### src/rtl/frm_pkg.sv
// Package with the widths, constants and control structs of the frame rate block.
`timescale 1ns / 1ps

package frm_pkg;

	// Number of frame durations averaged.
	localparam int WINDOW    = 100;
	localparam int TICK_W    = 16;
	localparam int RATE_W    = 25;
	localparam int FRAC_BITS = 8;
	localparam int MS_PER_S  = 1000;

	// Ring index and running sum widths.
	localparam int IDX_W = (WINDOW > 1) ? $clog2(WINDOW) : 1;
	localparam int SUM_W = $clog2(WINDOW * ((1 << TICK_W) - 1) + 1);

	// Dividend of the rate: milliseconds per second times window, in Q.8.
	localparam logic [63:0] NUM_VAL = 64'(MS_PER_S * WINDOW) << FRAC_BITS;
	localparam int NUM_W = $clog2(NUM_VAL + 64'd1);

	// Quotient compare width and divider step counter width.
	localparam int QX_W  = (NUM_W > RATE_W) ? NUM_W : RATE_W;
	localparam int CNT_W = (NUM_W > 1) ? $clog2(NUM_W) : 1;

	localparam logic [RATE_W-1:0] RATE_MAX = '1;

	typedef struct packed {
		logic accept;    // input transaction taken: capture tick, read ring
		logic update;    // update ring, sum and index; load the divider
		logic step;      // one restoring division step
		logic out_load;  // move the result into the output register
	} ctrl_cmd_t;

	typedef struct packed {
		logic div_last;  // the current division step is the final one
	} dp_status_t;

endpackage

### src/rtl/frm_in_if.sv
// Input channel interface carrying one frame duration per transaction.
`timescale 1ns / 1ps

interface frm_in_if;
	logic                      valid;
	logic                      ready;
	logic [frm_pkg::TICK_W-1:0] tick_ms;

	modport source (output valid, output tick_ms, input ready);
	modport sink   (input valid, input tick_ms, output ready);
endinterface

### src/rtl/frm_out_if.sv
// Output channel interface carrying one frame rate result per transaction.
`timescale 1ns / 1ps

interface frm_out_if;
	logic                      valid;
	logic                      ready;
	logic [frm_pkg::RATE_W-1:0] rate_q8;
	logic                      sum_zero;

	modport source (output valid, output rate_q8, output sum_zero, input ready);
	modport sink   (input valid, input rate_q8, input sum_zero, output ready);
endinterface

### src/rtl/frm_ctrl.sv
// Controller state machine that sequences update, division and result hand-off.
`timescale 1ns / 1ps

module frm_ctrl (
	input  logic                  clk,
	input  logic                  arst_n,
	input  logic                  in_valid,
	output logic                  in_ready,
	output logic                  out_valid,
	input  logic                  out_ready,
	input  frm_pkg::dp_status_t   status,
	output frm_pkg::ctrl_cmd_t    cmd
);

	localparam logic [1:0] ST_IDLE   = 2'd0;
	localparam logic [1:0] ST_UPDATE = 2'd1;
	localparam logic [1:0] ST_DIV    = 2'd2;
	localparam logic [1:0] ST_DONE   = 2'd3;

	logic [1:0] state_q;
	logic [1:0] state_next;
	logic       out_valid_q;
	logic       out_free;

	assign in_ready  = (state_q == ST_IDLE);
	assign out_valid = out_valid_q;
	assign out_free  = !out_valid_q || out_ready;

	assign cmd.accept   = in_valid && in_ready;
	assign cmd.update   = (state_q == ST_UPDATE);
	assign cmd.step     = (state_q == ST_DIV);
	assign cmd.out_load = (state_q == ST_DONE) && out_free;

	always_comb begin
		state_next = state_q;
		unique case (state_q)
			ST_IDLE: begin
				if (cmd.accept) state_next = ST_UPDATE;
			end
			ST_UPDATE: begin
				state_next = ST_DIV;
			end
			ST_DIV: begin
				if (status.div_last) state_next = ST_DONE;
			end
			ST_DONE: begin
				if (out_free) state_next = ST_IDLE;
			end
			default: begin
				state_next = ST_IDLE;
			end
		endcase
	end

	always_ff @(posedge clk or negedge arst_n) begin
		if (!arst_n) begin
			state_q     <= ST_IDLE;
			out_valid_q <= 1'b0;
		end else begin
			state_q <= state_next;
			if (cmd.out_load) begin
				out_valid_q <= 1'b1;
			end else if (out_ready) begin
				out_valid_q <= 1'b0;
			end
		end
	end

endmodule

### src/rtl/frm_dp.sv
// Datapath with the sample ring, running sum, write index, serial divider and result register.
`timescale 1ns / 1ps

module frm_dp (
	input  logic                        clk,
	input  logic                        arst_n,
	input  frm_pkg::ctrl_cmd_t          cmd,
	input  logic [frm_pkg::TICK_W-1:0]  tick_ms,
	output frm_pkg::dp_status_t         status,
	output logic [frm_pkg::RATE_W-1:0]  rate_q8,
	output logic                        sum_zero
);

	// Sample ring; an entry counts as zero until the index has wrapped once.
	logic [frm_pkg::TICK_W-1:0] ring_mem [frm_pkg::WINDOW];
	logic [frm_pkg::TICK_W-1:0] ring_rd_q;
	logic [frm_pkg::TICK_W-1:0] tick_q;
	logic [frm_pkg::IDX_W-1:0]  idx_q;
	logic                       wrapped_q;
	logic [frm_pkg::SUM_W-1:0]  sum_q;

	logic [frm_pkg::TICK_W-1:0] old_sample;
	logic [frm_pkg::SUM_W-1:0]  sum_next;
	logic                       idx_last;

	// Restoring divider: quo_q shifts the dividend out and the quotient in.
	logic [frm_pkg::NUM_W-1:0]  quo_q;
	logic [frm_pkg::SUM_W-1:0]  rem_q;
	logic [frm_pkg::CNT_W-1:0]  cnt_q;
	logic [frm_pkg::SUM_W:0]    rem_shift;
	logic [frm_pkg::SUM_W:0]    div_ext;
	logic                       q_bit;
	logic [frm_pkg::SUM_W:0]    rem_diff;

	logic [frm_pkg::QX_W-1:0]   quo_ext;
	logic [frm_pkg::RATE_W-1:0] rate_sat;
	logic [frm_pkg::RATE_W-1:0] rate_q;
	logic                       zero_q;

	assign old_sample = wrapped_q ? ring_rd_q : '0;
	assign sum_next   = sum_q - frm_pkg::SUM_W'(old_sample) + frm_pkg::SUM_W'(tick_q);
	assign idx_last   = (idx_q == frm_pkg::IDX_W'(frm_pkg::WINDOW - 1));

	assign rem_shift = {rem_q, quo_q[frm_pkg::NUM_W-1]};
	assign div_ext   = {1'b0, sum_q};
	assign q_bit     = (rem_shift >= div_ext);
	assign rem_diff  = rem_shift - div_ext;

	assign status.div_last = (cnt_q == '0);

	assign quo_ext  = frm_pkg::QX_W'(quo_q);
	assign rate_sat = (quo_ext > frm_pkg::QX_W'(frm_pkg::RATE_MAX)) ?
		frm_pkg::RATE_MAX : quo_ext[frm_pkg::RATE_W-1:0];

	assign rate_q8  = rate_q;
	assign sum_zero = zero_q;

	always_ff @(posedge clk) begin
		if (cmd.update) ring_mem[idx_q] <= tick_q;
		if (cmd.accept) ring_rd_q <= ring_mem[idx_q];
	end

	always_ff @(posedge clk or negedge arst_n) begin
		if (!arst_n) begin
			idx_q     <= '0;
			wrapped_q <= 1'b0;
			sum_q     <= '0;
		end else if (cmd.update) begin
			sum_q <= sum_next;
			if (idx_last) begin
				idx_q     <= '0;
				wrapped_q <= 1'b1;
			end else begin
				idx_q <= idx_q + 1'b1;
			end
		end
	end

	always_ff @(posedge clk) begin
		if (cmd.accept) tick_q <= tick_ms;
		if (cmd.update) begin
			quo_q <= frm_pkg::NUM_VAL[frm_pkg::NUM_W-1:0];
			rem_q <= '0;
			cnt_q <= frm_pkg::CNT_W'(frm_pkg::NUM_W - 1);
		end else if (cmd.step) begin
			quo_q <= {quo_q[frm_pkg::NUM_W-2:0], q_bit};
			rem_q <= q_bit ? rem_diff[frm_pkg::SUM_W-1:0] : rem_shift[frm_pkg::SUM_W-1:0];
			cnt_q <= cnt_q - 1'b1;
		end
		if (cmd.out_load) begin
			zero_q <= (sum_q == '0);
			rate_q <= (sum_q == '0) ? '0 : rate_sat;
		end
	end

endmodule

### src/rtl/frame_rate_moving_average.sv
// Top level of the moving-average frame rate meter.
//
//   channel  | modport | payload                      | transfers when
//   ---------+---------+------------------------------+-------------------
//   sample   | sink    | tick_ms[15:0]                | valid && ready
//   result   | source  | rate_q8[24:0], sum_zero      | valid && ready
//
// A transaction runs through these steps before the next one can be
// taken: the ring read on acceptance, the sum and ring update, the
// bit-serial restoring divider (one quotient bit per cycle), and the load
// of the output register. The divider length follows the width of the dividend.
// Reset is asynchronous and active low; it clears the sum, index and control.
// A stalled result waits in the output register while the next input is taken.
`timescale 1ns / 1ps

module frame_rate_moving_average (
	input  logic      clk,
	input  logic      arst_n,
	frm_in_if.sink    sample,
	frm_out_if.source result
);

	// The controller only sequences; all arithmetic and storage sit in the
	// datapath, and the two talk through the command and status structs.
	frm_pkg::ctrl_cmd_t  cmd;
	frm_pkg::dp_status_t status;

	// The ring is never cleared explicitly. Because slots are overwritten in
	// order, a slot holds a real sample exactly when the index has wrapped at
	// least once, so the datapath substitutes zero before the first wrap.
	frm_ctrl u_ctrl (
		.clk       (clk),
		.arst_n    (arst_n),
		.in_valid  (sample.valid),
		.in_ready  (sample.ready),
		.out_valid (result.valid),
		.out_ready (result.ready),
		.status    (status),
		.cmd       (cmd)
	);

	// The quotient is computed even for a zero sum; the output register then
	// reports a rate of zero with the sum_zero flag set.
	frm_dp u_dp (
		.clk      (clk),
		.arst_n   (arst_n),
		.cmd      (cmd),
		.tick_ms  (sample.tick_ms),
		.status   (status),
		.rate_q8  (result.rate_q8),
		.sum_zero (result.sum_zero)
	);

endmodule

### src/flat_wrapper.sv
// flat-port wrapper written by rule: the top's interface ports become plain ports
module frame_rate_moving_average_flat 
  (clk, arst_n, sample_valid, sample_tick_ms, sample_ready, result_valid, result_rate_q8, result_sum_zero, result_ready);
  frm_in_if sample_i ();
  frm_out_if result_i ();
  input  logic clk;
  input  logic arst_n;
  input wire logic [$bits(sample_i.valid)-1:0] sample_valid;
  input wire logic [$bits(sample_i.tick_ms)-1:0] sample_tick_ms;
  output wire logic [$bits(sample_i.ready)-1:0] sample_ready;
  output wire logic [$bits(result_i.valid)-1:0] result_valid;
  output wire logic [$bits(result_i.rate_q8)-1:0] result_rate_q8;
  output wire logic [$bits(result_i.sum_zero)-1:0] result_sum_zero;
  input wire logic [$bits(result_i.ready)-1:0] result_ready;
  assign sample_i.valid = sample_valid;
  assign sample_i.tick_ms = sample_tick_ms;
  assign sample_ready = sample_i.ready;
  assign result_valid = result_i.valid;
  assign result_rate_q8 = result_i.rate_q8;
  assign result_sum_zero = result_i.sum_zero;
  assign result_i.ready = result_ready;
  frame_rate_moving_average u_core (.clk(clk), .arst_n(arst_n), .sample(sample_i), .result(result_i));
endmodule
### config.mk
export PLATFORM = sky130hd
export DESIGN_NAME = frame_rate_moving_average_flat
export DESIGN_NICKNAME = d
export VERILOG_FILES = /design/src/rtl/frm_pkg.sv /design/src/rtl/frm_in_if.sv /design/src/rtl/frm_out_if.sv /design/src/rtl/frm_ctrl.sv /design/src/rtl/frm_dp.sv /design/src/rtl/frame_rate_moving_average.sv /design/src/flat_wrapper.sv
export SDC_FILE = /design/constraint.sdc
export NUM_CORES = 2
export LEC_CHECK = 0
export ABC_AREA = 1
export BUFFER_PORTS_ARGS = -buffer_cell sky130_fd_sc_hd__buf_2
export CAP_MARGIN = 20
export CORE_UTILIZATION = 48
export CTS_CLUSTER_DIAMETER = 60
export DETAILED_ROUTE_END_ITERATION = 10
export PLACE_DENSITY_LB_ADDON = 0.08
export RECOVER_POWER = 25
export SETUP_SLACK_MARGIN = 0.1
export SYNTH_ARGS = -nofsm -noshare
export SYNTH_HDL_FRONTEND = slang
export SYNTH_SLANG_ARGS = --single-unit
### constraint.sdc
create_clock -name clk -period 5.1 [get_ports clk]
set_input_delay 0 -clock clk [delete_from_list [all_inputs] [get_ports clk]]
set_output_delay 0 -clock clk [all_outputs]
set_load 0.01 [all_outputs]
Yosys cells after proc, flatten, opt, wreduce, memory -nomap -nowiden:

Memory sizes are Yosys's and may differ from the RTL's. A register that Yosys moved wholly into a read port is not among the register bits.
Index checks and enable logic that the tools add are counted.

* memories: 1
* input bits: 20
* logic and storage cells: 48
* bits in writable memories: 1600
* output and inout bits: 28
* register bits after elaboration: 129

Memories
* u_core.u_dp.ring_mem: words 100, bits a word 16, read ports 1, clocked after memory_dff 1, write ports 1, RTL line frm_dp.sv:15 `logic [frm_pkg::TICK_W-1:0] ring_mem [frm_pkg::WINDOW];`

* eq/ne operators: 7
* reductions and logical operators: 10
* magnitude comparators: 2
* add/subtract/negate cells: 5
* mux-type cells: 12

Operator list (number)
* greater-than comparator 25 bit, second input constant: 1
* 2-to-1 mux 25 bit: 1
* greater-or-equal comparator 24 x 23 -> 1 bit: 1
* adder 23 x 16 -> 23 bit: 1
* zero test 23 bit: 1
* 2-to-1 mux 23 bit: 1
* subtractor 23 x 16 -> 23 bit: 1
* subtractor 23 bit: 1
* 2-to-1 mux 16 bit: 1
* one-hot mux 2 bit (4 select lines): 1
* adder 7 x 1 -> 7 bit, second input constant: 1
* == test 7 bit, second input constant: 1
* 2-to-1 mux 7 bit: 1
* 2-to-1 mux 2 bit: 3
* zero test 5 bit: 1
* subtractor 5 x 1 -> 5 bit, second input constant: 1
* == test 2 bit, second input constant: 2
* 2-to-1 mux 1 bit: 4
* != test 2 bit, second input constant: 2
* AND reduction 3 bit: 1
* == test 2 x 1 -> 1 bit, second input constant: 1
* logical AND 1 bit: 2
* zero test 2 bit: 1
* != test 2 x 1 -> 1 bit, second input constant: 1
* other kinds (4): 4

Depth between registers and ports, before layout:

* depth in word-level cells: 4
* mapped depth: 18
* mapped depth without buffers: 17

Modules after synthesis:

A second synthesis with hierarchy kept.

* cells, all modules: 6122
* area, all modules: 71033.1 um2

By module, submodules not included
* frm_dp: area an instance 70796.6 um2, seq. area each 51624.5 um2, instances 1, cells an instance 6091
* frm_ctrl: area an instance 236.5 um2, seq. area each 75.1 um2, instances 1, cells an instance 31

Worst setup path after synthesis:

OpenSTA, ideal clock, no wires.

* kind: register to register
* start: reg u_core.u_dp.tick_q[2] (netlist name)
* end: reg u_core.u_dp.sum_q[12] (netlist name)
* data arrival time: 3.646 ns
* period minus slack after synthesis: 3.764 ns
* library setup time: 0.118 ns
* path buffers: 0
* data required time: 4.982 ns
* stages on the path, launching flop included: 16
* slack: 1.336 ns
* cell sequence: edfxtp_1 inv_1 fa_1 inv_1 ha_1 nand3_1 nand2_1 nand3_1 nand2_1 inv_1 o21ai_0 nand2_1 nand2_1 nand2_1 nand3_1 nand2_1

* longest elaborated chain between the ends: 1

Ends and longest elaborated chain
* start, declared: RTL line frm_dp.sv:17 `logic [frm_pkg::TICK_W-1:0] tick_q;`
* start signal, assigned: RTL line frm_dp.sv:80 `if (cmd.accept) tick_q <= tick_ms;`
* adder 23 x 16 -> 23 bit: RTL line frm_dp.sv:41 `assign sum_next = sum_q - frm_pkg::SUM_W'(old_sample) + frm_pkg::SUM_W'(tick_q);`
* end signal, assigned: RTL line frm_dp.sv:69 `sum_q <= sum_next;`
* end, declared: RTL line frm_dp.sv:20 `logic [frm_pkg::SUM_W-1:0] sum_q;`

Every way passes these cells.
A chain may end at the register's enable or synchronous reset.

Final worst setup path:

* start: reg u_core.u_dp.tick_q[3] (netlist name)
* end: mem u_core.u_dp.ring_mem[13][3] (netlist name) (data pin)

RTL lines (RTL line)
* end, declared: frm_dp.sv:15

Straight into the memory's write port.

==> impl_metrics.yaml <==
synth:
  synthCells: 6131
  async_flop_share_pct: 1.95
  syn_nets: 6223
  synthAdderAreaFrac_pct: 1.45
  synthMuxAreaShare_pct: 0
  synth.distinct_cells: 47
  synth_flop_cell: "edfxtp_1"
  synth_xor_xnor_area_share_pct: 0.197
  synth_edf_count: 1658
  synth_top_area_share_pct: 70.0
  synth_top_family_by_area: "simple AND/OR/NAND/NOR gates"
  synth_warnings: 0
  yosysSeqAreaShare_pct: 72.7
  yosysTopAreaCell: "edfxtp_1"
  synth_compound_gate_area_share_pct: 4.79
  ys_ff_latch: 1745
  synth_area_leaders: "edfxtp_1 70%, nand2_1 12%, nor2_1 2.0%"
  synthSimpleGateAreaFrac_pct: 17.6
  mappedNetlistArea_um2: 71100
  avgSynthCellArea_um2: 11.6
run:
  cap_violations: 14
worst_setup_path:
  path_max_fanout: 52
  regToRegStartpoint: "u_core.u_dp.tick_q[3]$_DFFE_PP_"
  reg2reg_to: "u_core.u_dp.ring_mem[13][3]$_DFFE_PP_"
  crit_start: "u_core.u_dp.tick_q[3]$_DFFE_PP_"
  worst-r2r-cell-count: 2
  critical_path_arrival_ns: 4.59
  reg2reg_slack_ns: 1.01
  crit_family: "buffers and inverters"
  crit_chain: "clkbuf_1 > buf_4"
  path_buf_inv: 2
  cpPeakStageDelay_ns: 2.42
  end_kind: "register"
  critPathKind: "register to register"
  cpMaxStageDelayCell: "clkbuf_1"
  critPathRequiredTime_ns: 5.60
  cp-start-kind: "register"
clock_network:
  cts_tree: "built"
  cts_buffer_depth: 3
  cts.repair.resized: 0
  numCtsBuffers: 185
  clk_pin_slew_ns: 0.06
  clkSinkCount: 1745
  clk_latency_ns: 0.82
  clk_root_buffer_cell: "clkbuf_16"
  htreeDepth: 4
cells_and_area:
  multi_input_area_um2: 17100
  fin_cells: 8462
  nFillCells: 12419
  nets: 6480
  layout-drive-gt1-share_pct: 8.50
  areaGrowthSynthToFinish_pct: 13.7
  regArea_um2: 51700
timing:
  worstMarginPinSlew_ns: 3.46
  clock_skew_ns: 0.0332
  fmax_mhz: 244
  final.setup.worst_slack_ns: 1.01
  setup_violations: 0
  finalCritPeriodShare_pct: 80.3
  fin_setup_tns_ns: 0
  rsz0062_at_grt: "no"
  relSlewSlack_pct: -131
  drv_slew: 589
  hold_viol_final: 0
  fin_crit_ns: 4.09
routing:
  drc: 0
  num_vias: 47580
  wl_um: 218000
  ant_nets: 0
  drtIter0Drc: 5402
  wire_per_inst_um: 25.8
  viasPerCell: 5.62
  drt_pass1_iterations: 6
min_path:
  min-delay-start: "sample_valid"
  worstHoldPathType: "input port to register"
  hold_end: "u_core.u_ctrl.state_q[0]$_DFFE_PN0P_"
  whs_path_depth: 5
outcome:
  violations: "capacitance limit, slew limit"
  outcome: "complete, but fails checks"
floorplan:
  core-area_um2: 146000
  die_h_um: 387
  pin_count: 48
  die_x_um: 387
  initial_core_util_pct: 48.6
  dieArea_um2: 150000
  rows: 140
power:
  peakVddDrop_uv: 397
  finalPower_mw: 44.2
  power_leakage_nw: 29.9
  p_per_area_nw_per_um2: 546
grt:
  grt_pass1_vias: 45015
  grt_first_pass_wirelength_um: 316000
  grt.busiest_layer: "met2"
  use_met2_pct: 44.4
  antenna_found_initial: 8
  grt_overflow: 0
  use_met1_pct: 41.8
  grt_usage_pct: 29.0
  grt_max_degree: 123
  use_met3_pct: 4.92
placement:
  port_buffers: 47
  dp_hpwl_um: 133000
  finalWeightedCongestion: 0.948
  place_inst: 8078
  pre_cts_ws_ns: 1.26
-- synth_stat cells, types with 54 or more instances --
cell type  number
buf_2         113
nand2_1      2320
nor2_1        388
nand4_1       190
o21ai_0       186
inv_1         300
edfxtp_1     1658
a22oi_1        79
clkbuf_1      114
a21oi_1       254
ha_1           55
nand3_1       136
o21ai_1        54
-- cell usage in the layout, fill, tap and decap left out, drive strengths merged, types with 55 or more instances in the layout --
master and count:
nand2 2321, edfxtp 1658, nor2 398, inv 318, clkbuf 275, a21oi 254
buf 249, o21ai 240, nand4 191, nand3 136, clkinv 97, a22oi 79
ha 55
-- sequential cells by signal (all words and copies together), names as in the netlist --
name	cells
u_core.u_ctrl.out_valid	1
u_core.u_ctrl.state_q	2
u_core.u_dp.cnt_q	5
u_core.u_dp.idx_q	7
u_core.u_dp.quo_ext	25
u_core.u_dp.rate_q8	25
u_core.u_dp.rem_q	23
u_core.u_dp.ring_mem	1600
u_core.u_dp.ring_rd_q	16
u_core.u_dp.sum_q	23
u_core.u_dp.sum_zero	1
u_core.u_dp.tick_q	16
u_core.u_dp.wrapped_q	1
-- logic make-up (layout without fill, tap and decap cells) --
| group | after synthesis | in the layout |
|---|---|---|
| compound gates | 620 | 620 |
| flops | 1745 | 1745 |
| other cells | 0 | 3 |
| simple gates | 3103 | 3103 |
| buf+inv | 575 | 986 |
| fa+ha+maj | 72 | 72 |
| xor+xnor | 16 | 16 |
-- through the flow --
stage,instance area [um2],hold slack (ns),util [%]
floorplan,71100,-0.296,-
CTS,80900,0.129,55.3
global placement,74700,0.179,51.1
finish,80800,0.190,55.3
global route,80800,0.197,55.3
detailed placement,74800,0.179,51.1
-- how the worst max path moves through the flow --
stage	slack [ns]	endpoint	cells after the start
floorplan	1.34	u_core.u_dp.sum_q[12]$_DFFE_PN0P_	15
global placement	1.05	u_core.u_dp.ring_rd_q[13]$_DFFE_PP_	10
detailed placement	1.26	u_core.u_dp.ring_rd_q[8]$_DFFE_PP_	11
CTS	1.26	u_core.u_dp.ring_rd_q[8]$_DFFE_PP_	11
global route	0.77	u_core.u_dp.sum_q[15]$_DFFE_PN0P_	14
finish	1.01	u_core.u_dp.ring_mem[13][3]$_DFFE_PP_	2
-- area by class of cell --
type / instances / area share [%]
antenna: 3 / 0.00929
clock buffer: 229 / 6.02
clock inverter: 112 / 1.09
inverter: 313 / 1.48
multi-input combinational: 3811 / 21.2
sequential: 1745 / 64.0
tap: 1917 / 2.97
timing repair buffer: 332 / 3.25
-- report_power, final --
part / switching [mW] / internal (mW) / total, mW
combinational: 10.2 / 3.85 / 14.0
clock: 5.66 / 7.20 / 12.9
sequential: 0.502 / 16.7 / 17.3
-- timing repair --
item                                    CTS  global route
hold endpoints to repair                111             0
hold buffers                             38             0
endpoints found under the setup margin    0             0
setup buffers                             0             0
-- worst reg2reg max path, stage by stage (launching register included) --
cell	delay [ns]
edfxtp_1	0.34
clkbuf_1	2.42
buf_4	0.99
-- layer usage --
metal  up-vias  share of wire, %  routed length [um]
met5         -             0.042                  92
met4         6               3.5                7610
met3       350               8.3               18200
met2      2085                45               98700
met1     23515                43               93700
li1      21624                 -                   -
Power figures use the tool's default switching activity.
